==> src/sv/pfl_pkg.sv <==
package pfl_pkg;

  localparam int MAX_BUFFER_BYTES = 65536;

  localparam int OFFSET_W = 16;
  localparam int LENGTH_W = 64;
  localparam int FIELD_W  = 32;
  localparam int WTYPE_W  = 3;
  localparam int CFG_W    = 32;

  // varint groups of 7 bits, ten at most
  localparam int VARINT_GROUPS = 10;
  localparam int GROUP_W       = 4;
  localparam logic [GROUP_W-1:0] VARINT_LAST_GROUP = GROUP_W'(VARINT_GROUPS - 1);

  // wire types
  localparam logic [WTYPE_W-1:0] WT_VARINT = 3'd0;
  localparam logic [WTYPE_W-1:0] WT_I64    = 3'd1;
  localparam logic [WTYPE_W-1:0] WT_LEN    = 3'd2;
  localparam logic [WTYPE_W-1:0] WT_I32    = 3'd5;

  // configuration register indexes
  localparam logic CFG_TARGET_FIELD     = 1'b0;
  localparam logic CFG_TARGET_WIRE_TYPE = 1'b1;

  localparam logic [FIELD_W-1:0] TARGET_FIELD_RESET     = 32'd1;
  localparam logic [WTYPE_W-1:0] TARGET_WIRE_TYPE_RESET = WT_LEN;

  typedef enum logic [2:0] {
    PH_KEY,
    PH_VALUE,
    PH_LEN,
    PH_SKIP,
    PH_DONE
  } phase_t;

  typedef struct packed {
    phase_t                phase;
    logic [LENGTH_W-1:0]   acc;
    logic [GROUP_W-1:0]    group;
    logic                  num_match;
    logic [LENGTH_W-1:0]   skip;
    logic [OFFSET_W-1:0]   match_offset;
  } pfl_state_t;

  localparam pfl_state_t STATE_IDLE = '{
    phase:        PH_KEY,
    acc:          '0,
    group:        '0,
    num_match:    1'b0,
    skip:         '0,
    match_offset: '0
  };

  typedef struct packed {
    logic                found;
    logic [OFFSET_W-1:0] content_offset;
    logic [LENGTH_W-1:0] field_length;
  } pfl_result_t;

endpackage

==> src/sv/pfl_varint.sv <==
module pfl_varint (
  input  logic [pfl_pkg::LENGTH_W-1:0] acc,
  input  logic [pfl_pkg::GROUP_W-1:0]  group,
  input  logic [7:0]                   data_byte,
  output logic [pfl_pkg::LENGTH_W-1:0] acc_next,
  output logic                         complete,
  output logic                         overlong
);

  logic [pfl_pkg::LENGTH_W-1:0] shifted;

  // place the 7 payload bits at their group; bits past 63 drop off
  always_comb begin
    shifted = '0;
    for (int i = 0; i < pfl_pkg::VARINT_GROUPS; i++) begin
      if (group == pfl_pkg::GROUP_W'(i)) begin
        shifted = pfl_pkg::LENGTH_W'(data_byte[6:0]) << (7 * i);
      end
    end
  end

  assign acc_next = acc | shifted;
  assign complete = !data_byte[7];
  assign overlong = data_byte[7] && (group == pfl_pkg::VARINT_LAST_GROUP);

endmodule

==> src/sv/pfl_step.sv <==
module pfl_step (
  input  pfl_pkg::pfl_state_t                  state,
  input  logic [7:0]                           data_byte,
  input  logic                                 last_byte,
  input  logic                                 at_limit,
  input  logic [pfl_pkg::OFFSET_W-1:0]         next_offset,
  input  logic [pfl_pkg::FIELD_W-1:0]          seek_field,
  input  logic [pfl_pkg::WTYPE_W-1:0]          target_wire_type,
  output pfl_pkg::pfl_state_t                  state_next,
  output logic                                 res_valid,
  output pfl_pkg::pfl_result_t                 result
);

  logic [pfl_pkg::LENGTH_W-1:0] acc_new;
  logic                         complete;
  logic                         overlong;
  logic [pfl_pkg::WTYPE_W-1:0]  wt;
  logic [pfl_pkg::FIELD_W-1:0]  fnum;
  logic busy, limit_miss, in_varint, vint_bad, vint_end, key_bad;
  logic value_hit, len_zero_hit, skip_end, skip_hit, hit, miss;

  pfl_varint u_varint (
    .acc       (state.acc),
    .group     (state.group),
    .data_byte (data_byte),
    .acc_next  (acc_new),
    .complete  (complete),
    .overlong  (overlong)
  );

  assign wt   = acc_new[pfl_pkg::WTYPE_W-1:0];
  assign fnum = acc_new[pfl_pkg::WTYPE_W +: pfl_pkg::FIELD_W];

  assign busy       = (state.phase != pfl_pkg::PH_DONE);
  assign limit_miss = busy && at_limit;
  assign in_varint  = !limit_miss && ((state.phase == pfl_pkg::PH_KEY) ||
                      (state.phase == pfl_pkg::PH_VALUE) || (state.phase == pfl_pkg::PH_LEN));
  assign vint_bad   = in_varint && overlong;
  assign vint_end   = in_varint && complete;
  assign key_bad    = vint_end && (state.phase == pfl_pkg::PH_KEY) &&
                      !((wt == pfl_pkg::WT_VARINT) || (wt == pfl_pkg::WT_LEN) ||
                        (wt == pfl_pkg::WT_I64) || (wt == pfl_pkg::WT_I32));
  assign value_hit    = vint_end && (state.phase == pfl_pkg::PH_VALUE) && state.num_match;
  assign len_zero_hit = vint_end && (state.phase == pfl_pkg::PH_LEN) &&
                        (acc_new == '0) && state.num_match;
  assign skip_end   = !limit_miss && (state.phase == pfl_pkg::PH_SKIP) &&
                      (state.skip == pfl_pkg::LENGTH_W'(1));
  assign skip_hit   = skip_end && state.num_match;
  assign hit        = value_hit || len_zero_hit || skip_hit;
  assign miss       = limit_miss || vint_bad || key_bad;

  // next state
  always_comb begin
    state_next = state;
    if (limit_miss) begin
      state_next.phase = pfl_pkg::PH_DONE;
    end else begin
      unique case (state.phase)
        pfl_pkg::PH_KEY, pfl_pkg::PH_VALUE, pfl_pkg::PH_LEN: begin
          state_next.acc = acc_new;
          if (overlong) begin
            state_next.phase = pfl_pkg::PH_DONE;
          end else if (!complete) begin
            state_next.group = state.group + pfl_pkg::GROUP_W'(1);
          end else if (state.phase == pfl_pkg::PH_KEY) begin
            state_next.num_match = (fnum == seek_field) && (wt == target_wire_type);
            state_next.acc       = '0;
            state_next.group     = '0;
            unique case (wt)
              pfl_pkg::WT_VARINT: begin
                state_next.match_offset = next_offset;
                state_next.phase        = pfl_pkg::PH_VALUE;
              end
              pfl_pkg::WT_LEN: begin
                state_next.phase = pfl_pkg::PH_LEN;
              end
              pfl_pkg::WT_I64: begin
                state_next.num_match = 1'b0;
                state_next.skip      = pfl_pkg::LENGTH_W'(8);
                state_next.phase     = pfl_pkg::PH_SKIP;
              end
              pfl_pkg::WT_I32: begin
                state_next.num_match = 1'b0;
                state_next.skip      = pfl_pkg::LENGTH_W'(4);
                state_next.phase     = pfl_pkg::PH_SKIP;
              end
              default: begin
                state_next.phase = pfl_pkg::PH_DONE;
              end
            endcase
          end else if (state.phase == pfl_pkg::PH_VALUE) begin
            if (state.num_match) begin
              state_next.phase = pfl_pkg::PH_DONE;
            end else begin
              state_next.acc   = '0;
              state_next.group = '0;
              state_next.phase = pfl_pkg::PH_KEY;
            end
          end else begin
            // length varint done: content starts at the next byte
            state_next.match_offset = next_offset;
            if (acc_new == '0) begin
              if (state.num_match) begin
                state_next.phase = pfl_pkg::PH_DONE;
              end else begin
                state_next.acc   = '0;
                state_next.group = '0;
                state_next.phase = pfl_pkg::PH_KEY;
              end
            end else begin
              state_next.skip  = acc_new;
              state_next.phase = pfl_pkg::PH_SKIP;
            end
          end
        end
        pfl_pkg::PH_SKIP: begin
          state_next.skip = state.skip - pfl_pkg::LENGTH_W'(1);
          if (skip_end) begin
            if (state.num_match) begin
              state_next.phase = pfl_pkg::PH_DONE;
            end else begin
              state_next.acc   = '0;
              state_next.group = '0;
              state_next.phase = pfl_pkg::PH_KEY;
            end
          end
        end
        pfl_pkg::PH_DONE: begin
          state_next = state;
        end
        default: begin
          state_next = state;
        end
      endcase
    end
    if (last_byte) begin
      state_next = pfl_pkg::STATE_IDLE;
    end
  end

  // result
  always_comb begin
    res_valid = busy && (hit || miss || last_byte);
    result    = '0;
    if (hit) begin
      result.found = 1'b1;
      if (len_zero_hit) begin
        result.content_offset = next_offset;
      end else begin
        result.content_offset = state.match_offset;
      end
      if (value_hit) begin
        result.field_length = acc_new;
      end else if (skip_hit) begin
        result.field_length = state.acc;
      end
    end
  end

endmodule

==> src/sv/protobuf_field_locator.sv <==
// Protobuf field locator: takes one byte of a wire-format buffer per cycle
// and reports, once per buffer, the first field whose number and wire type
// equal seek_field and target_wire_type. A hit gives the content offset
// and either the decoded value (varint) or the content length (delimited);
// fixed 64/32-bit fields are skipped and never match. Group or reserved
// wire types, a varint longer than ten bytes, a buffer ending inside an
// element, or a byte at index MAX_BUFFER_BYTES or beyond give found = 0.
// Bytes after the answer are dropped until last_byte, which always closes
// the buffer and returns the scan to its start. Throughput is one byte per
// cycle: the whole decode of a byte is one pass through the step logic
// into the scan state registers, and the answer is registered on the clock
// edge that accepts the deciding byte. A skid entry behind the result
// register lets bytes keep flowing while a request waits on result_stall;
// byte_stall rises only once it is occupied. Configuration must be written
// only while no buffer is in flight; the block does not enforce this.
module protobuf_field_locator #(
  parameter int MAX_BUFFER_BYTES = pfl_pkg::MAX_BUFFER_BYTES
) (
  input  logic                         clk,
  input  logic                         rst,
  // byte channel
  input  logic                         byte_valid,
  output logic                         byte_stall,
  input  logic [7:0]                   data_byte,
  input  logic                         last_byte,
  // result channel
  output logic                         result_valid,
  input  logic                         result_stall,
  output logic                         found,
  output logic [pfl_pkg::OFFSET_W-1:0] content_offset,
  output logic [pfl_pkg::LENGTH_W-1:0] field_length,
  // configuration write port
  input  logic                         cfg_write,
  input  logic                         cfg_index,
  input  logic [pfl_pkg::CFG_W-1:0]    cfg_data
);

  // position saturates at the buffer limit
  localparam int POS_W = $clog2(MAX_BUFFER_BYTES + 1);

  // configuration registers
  logic [pfl_pkg::FIELD_W-1:0] seek_field;
  logic [pfl_pkg::WTYPE_W-1:0] target_wire_type;

  // scan state
  pfl_pkg::pfl_state_t state;
  pfl_pkg::pfl_state_t state_next;
  logic [POS_W-1:0]    pos;
  logic [POS_W-1:0]    pos_next;
  logic [POS_W-1:0]    pos_inc;
  logic [31:0]         pos_wide;
  logic                at_limit;

  // step outputs
  logic                 step_valid;
  pfl_pkg::pfl_result_t step_result;

  // result register and skid entry
  pfl_pkg::pfl_result_t out_data;
  pfl_pkg::pfl_result_t skid_data;
  logic                 skid_valid;

  logic accept;
  logic push;
  logic pop;

  assign accept = byte_valid && !byte_stall;
  assign push   = accept && step_valid;
  assign pop    = result_valid && !result_stall;

  assign byte_stall = skid_valid;

  // config writes
  always_ff @(posedge clk) begin
    if (rst) begin
      seek_field       <= pfl_pkg::TARGET_FIELD_RESET;
      target_wire_type <= pfl_pkg::TARGET_WIRE_TYPE_RESET;
    end else if (cfg_write) begin
      unique case (cfg_index)
        pfl_pkg::CFG_TARGET_FIELD:     seek_field       <= cfg_data[pfl_pkg::FIELD_W-1:0];
        pfl_pkg::CFG_TARGET_WIRE_TYPE: target_wire_type <= cfg_data[pfl_pkg::WTYPE_W-1:0];
      endcase
    end
  end

  // byte position and offset of the byte after this one, mod 2^16
  assign at_limit = (pos == POS_W'(MAX_BUFFER_BYTES));
  assign pos_inc  = pos + POS_W'(1);
  assign pos_wide = 32'(pos_inc);

  always_comb begin
    if (last_byte) begin
      pos_next = '0;
    end else if (at_limit) begin
      pos_next = pos;
    end else begin
      pos_next = pos_inc;
    end
  end

  pfl_step u_step (
    .state            (state),
    .data_byte        (data_byte),
    .last_byte        (last_byte),
    .at_limit         (at_limit),
    .next_offset      (pos_wide[pfl_pkg::OFFSET_W-1:0]),
    .seek_field       (seek_field),
    .target_wire_type (target_wire_type),
    .state_next       (state_next),
    .res_valid        (step_valid),
    .result           (step_result)
  );

  // scan state advances on every accepted byte
  always_ff @(posedge clk) begin
    if (rst) begin
      state <= pfl_pkg::STATE_IDLE;
      pos   <= '0;
    end else if (accept) begin
      state <= state_next;
      pos   <= pos_next;
    end
  end

  // result register control: skid drains first, new request goes to skid
  // only while the result register is held
  always_ff @(posedge clk) begin
    if (rst) begin
      result_valid <= 1'b0;
      skid_valid   <= 1'b0;
    end else if (pop || !result_valid) begin
      if (skid_valid) begin
        result_valid <= 1'b1;
        skid_valid   <= 1'b0;
      end else begin
        result_valid <= push;
      end
    end else if (push) begin
      skid_valid <= 1'b1;
    end
  end

  // payload, no reset
  always_ff @(posedge clk) begin
    if (pop || !result_valid) begin
      if (skid_valid) begin
        out_data <= skid_data;
      end else if (push) begin
        out_data <= step_result;
      end
    end else if (push) begin
      skid_data <= step_result;
    end
  end

  assign found          = out_data.found;
  assign content_offset = out_data.content_offset;
  assign field_length   = out_data.field_length;

  // skid holds a request only behind a held result register
  assert property (@(posedge clk) disable iff (rst) skid_valid |-> result_valid)
    else $error("skid entry occupied with empty result register");

  // the last byte of an unanswered buffer always yields a request
  assert property (@(posedge clk) disable iff (rst)
    (accept && last_byte && (state.phase != pfl_pkg::PH_DONE)) |=> result_valid)
    else $error("no request for closing byte of unanswered buffer");

  // last byte returns scan to its start
  assert property (@(posedge clk) disable iff (rst)
    (accept && last_byte) |=> ((state.phase == pfl_pkg::PH_KEY) && (pos == '0)))
    else $error("scan not restarted after last byte");

  // byte position never passes the buffer limit
  assert property (@(posedge clk) disable iff (rst) pos <= POS_W'(MAX_BUFFER_BYTES))
    else $error("byte position beyond buffer limit");

endmodule

==> config.mk <==
export PLATFORM = sky130hd
export DESIGN_NAME = protobuf_field_locator
export DESIGN_NICKNAME = d
export VERILOG_FILES = /design/src/sv/pfl_pkg.sv /design/src/sv/pfl_varint.sv /design/src/sv/pfl_step.sv /design/src/sv/protobuf_field_locator.sv
export SDC_FILE = /design/constraint.sdc
export NUM_CORES = 1
export LEC_CHECK = 0
export BUFFER_PORTS_ARGS = -buffer_cell sky130_fd_sc_hd__buf_2
export CAP_MARGIN = 20
export CORE_AREA = 2 2 192 194
export DETAILED_ROUTE_END_ITERATION = 8
export DIE_AREA = 0 0 194 196
export PLACE_DENSITY = 0.68
export SETUP_SLACK_MARGIN = 0.1
export SYNTH_ARGS = -nofsm -noshare
export SYNTH_HDL_FRONTEND = slang
export SYNTH_SLANG_ARGS = --single-unit
==> constraint.sdc <==
create_clock -name clk -period 10.15 [get_ports clk]
set_input_delay 0.5075 -clock clk [delete_from_list [all_inputs] [get_ports clk]]
set_output_delay 0.5075 -clock clk [all_outputs]
set_load 0.01 [all_outputs]
==> qor.csv <==
metric,value,unit
outcome,"finished, final reports clean",
post-route clock period utilization,57.4,%
required time reported for the critical path endpoint,10.32,ns
total placed instance area,18900,um2
number of top-level pins,130,
Leakage Power,0.00682,uW
clock root buffer master,sky130_fd_sc_hd__clkbuf_16,
count of buffers from port buffering,129,
vias after detailed routing,15900,
final instance area,20100,um2
total clock sinks,368,
element type at the critical path start,flip-flop,
clock latency of the later-clocked register in the worst-skew pair,0.54,ns
worst-path cell with the longest stage delay,sky130_fd_sc_hd__buf_4,
depth of the worst hold-timing path,3,
cell family contributing the most delay on the critical path,compound AO/OA/AOI/OAI gates,
endpoint arrival time on the critical path,6.00,ns
Max IR drop VDD,0.157,mV
Least-Margin Pin Slew,1.14,ns
first drt pass iteration count,5,
highest cell delay on the worst timing path,0.73,ns
flip-flop and latch count after synthesis,368,
clock-pin slew reported for the worst setup and hold paths after clock tree synthesis,0.06,ns
detail-routed net length per standard cell,22.4,um
Post-CTS Hold Fix Bufs,0,
synth unique cells,72,
instance count of the mapped netlist,1963,
"top cells by area, synth","sky130_fd_sc_hd__edfxtp_1 27%, sky130_fd_sc_hd__dfxtp_1 23%, sky130_fd_sc_hd__a21oi_1 6.1%",
buffers and inverters on the worst path,1,
Final GP Congestion,0.944,
share of layout cells above drive strength 1,15.0,%
leading area contributor after synthesis,sky130_fd_sc_hd__edfxtp_1,
clock buffer depth,3,
"Seq/Total Area, Yosys",50.3,%
Floorplan Core Area,36100,um2
number of antenna violations at the first check in global routing,4,
global-route wire length before repair,86000,um
Worst path depth,10,
crit path time final,5.83,ns
Post-Place Worst Slack,4.43,ns
area of the die,38000,um2
final setup slack of the worst path,4.32,ns
setup repair after global routing missed its margin,no,
share of async-settable or async-resettable flops after synthesis,0,%
accumulated negative setup slack,0,ns
Synth warnings,0,
Die H,196,um
Die W,194,um
number of hold-slack violations in the final timing report,0,
vias in the first global route,14400,
count of H-tree levels built during CTS,2,
cell row count,70,
# fillers,3213,
post-cts repair resize count,0,
worst relative slew slack,23.2,%
primary flip-flop cell chosen by synthesis mapping,sky130_fd_sc_hd__dfxtp_1,
CTS tree,yes,
share of the core filled with cells in the final layout,55.8,%
antenna-violating nets left,0,
TritonCTS Buffers,40,
largest net degree at the start of global routing,96,
initial cell density of the core,49.5,%
area of the mapped netlist,17900,um2
net count after synthesis,2018,
number of pins with negative max-slew slack in the final report,0,
total number of nets in the final design,2081,
power per unit of standard cell area,170,nW/um2
final routed DRC violation total,0,
global route total overflow,0,
Mapped Avg Cell Area,9.10,um2
share of the synthesized area in the top cell type,27.2,%
DRC violation total after the first TritonRoute iteration,1664,
count of flip-flops with a built-in enable after synthesis,162,
Overall Global Routing Usage,28.7,%
maximum frequency from static timing analysis,172,MHz
clock skew,0.0200,ns
crit path max fanout,64,
area added between synthesis and finish,12.8,%
Total Wirelength,56500,um
worst hold path class,in -> reg,
sum of net half-perimeters after detailed placement,39400,um
number of setup violations in the final report,0,
ordered cell list for the critical path,ha_1 -> nor3b_1 -> a21oi_1 -> o311ai_0 -> nor4_1 -> nand3_1 -> o311ai_0 -> a21oi_1 -> a21oi_4 -> buf_4,
Crit Path Category,reg -> reg,
kind of capture point of the worst setup path,flip-flop,
post-DR vias/cell,6.31,
depth of the worst register-to-register path,10,
postcts setup bufs,0,
maxcap violations,0,
area by class of cell:
| cell class | instances | area (um2) | area share, % |
|---|---|---|---|
| multi-input cells | 1421 | 8300 | 41.2 |
| clock inverters | 11 | 70.1 | 0.348 |
| well taps | 468 | 586 | 2.91 |
| diodes | 2 | 5.00 | 0.0248 |
| repair buffers | 166 | 941 | 4.67 |
| clock buffers | 59 | 1140 | 5.67 |
| flip-flops and latches | 368 | 8990 | 44.6 |
| inverters | 29 | 109 | 0.540 |
report_power, final:
group,switching [uW],leakage [uW],internal [uW]
sequential,49.5,0.00320,1610
combinational,277,0.00303,137
clock,586,0.000597,779
total,912,0.00682,2520
logic make-up after synthesis:
family / count (synthesis) / share of synthesized area [%]
compound gates: 612 / 20.8
xor+xnor: 57 / 2.80
fa+ha+maj: 8 / 0.561
buf+inv: 174 / 3.69
flops: 368 / 50.3
mux: 55 / 3.46
simple gates: 689 / 18.3
cells in the final DEF, fill, tap and decap left out, drive strengths merged, types with 7 or more instances in the layout:
cell,Yosys,layout
mux2,54,54
nand2b,10,10
o21ai,183,183
inv,27,28
a31oi,17,17
or4,26,26
a211oi,38,38
clkbuf,135,59
and3,7,7
edfxtp,162,162
a21oi,219,219
nand2,267,267
nand4,30,30
o22ai,12,12
nor2,139,139
dfxtp,206,206
buf,10,166
clkinv,2,12
a32o,32,32
o211ai,7,7
xnor2,29,29
o31ai,47,47
ha,8,8
nor4,30,30
nor3,57,57
and2,7,7
or2,10,10
nand3b,7,7
or3,28,28
xor2,28,28
nor2b,12,12
nand3,41,41
flip-flops by register name, indices dropped and copies added, names as in the netlist:
name              count
byte_stall            1
content_offset       16
field_length         64
found                 1
pos                  17
result_valid          1
seek_field           32
skid_data            81
state               152
target_wire_type      3
cell usage after synthesis (all sizes together) (27+ instances only):
master	number
a211oi	38
a21oi	219
a32o	32
clkbuf	135
dfxtp	206
edfxtp	162
inv	27
mux2	54
nand2	267
nand3	41
nand4	30
nor2	139
nor3	57
nor4	30
o21ai	183
o31ai	47
or3	28
xnor2	29
xor2	28
worst register-to-register path, delay by kind of cell (launching register included):
kind	cells	cell delay, ns
AOI/OAI and AO/OA	5	2.27
adders and majority gates	1	0.49
buffers and inverters	1	0.73
DFF	1	0.43
and+or+nand+nor	3	1.44
per-stage QoR:
stage | total power, uW | std cells | hold slack, ns
floorplan | 1950 | 1963 | 0.432
global placement | 2080 | 2450 | 0.438
detailed placement | 2090 | 2450 | 0.445
CTS | 3440 | 2520 | 0.197
global route | 3550 | 2522 | 0.216
finish | 3430 | 2524 | 0.211
final timing paths:
path,startpoint,end,slack [ns]
worst min-delay path,cfg_data[28],seek_field[28],0.21
worst max-delay path,state[81],field_length[40],4.32
worst min register to register,state[14],state[14],0.45
worst max register to register,state[81],field_length[40],4.32
layer usage:
metal	global-route usage [%]	routed length (um)	vias to the layer above
met5	0	14	-
met4	7.21	1290	2
met3	5.50	5290	98
met2	41.7	24200	728
met1	43.9	25700	7733
li1	-	-	7377
Power figures use the tool's default switching activity.
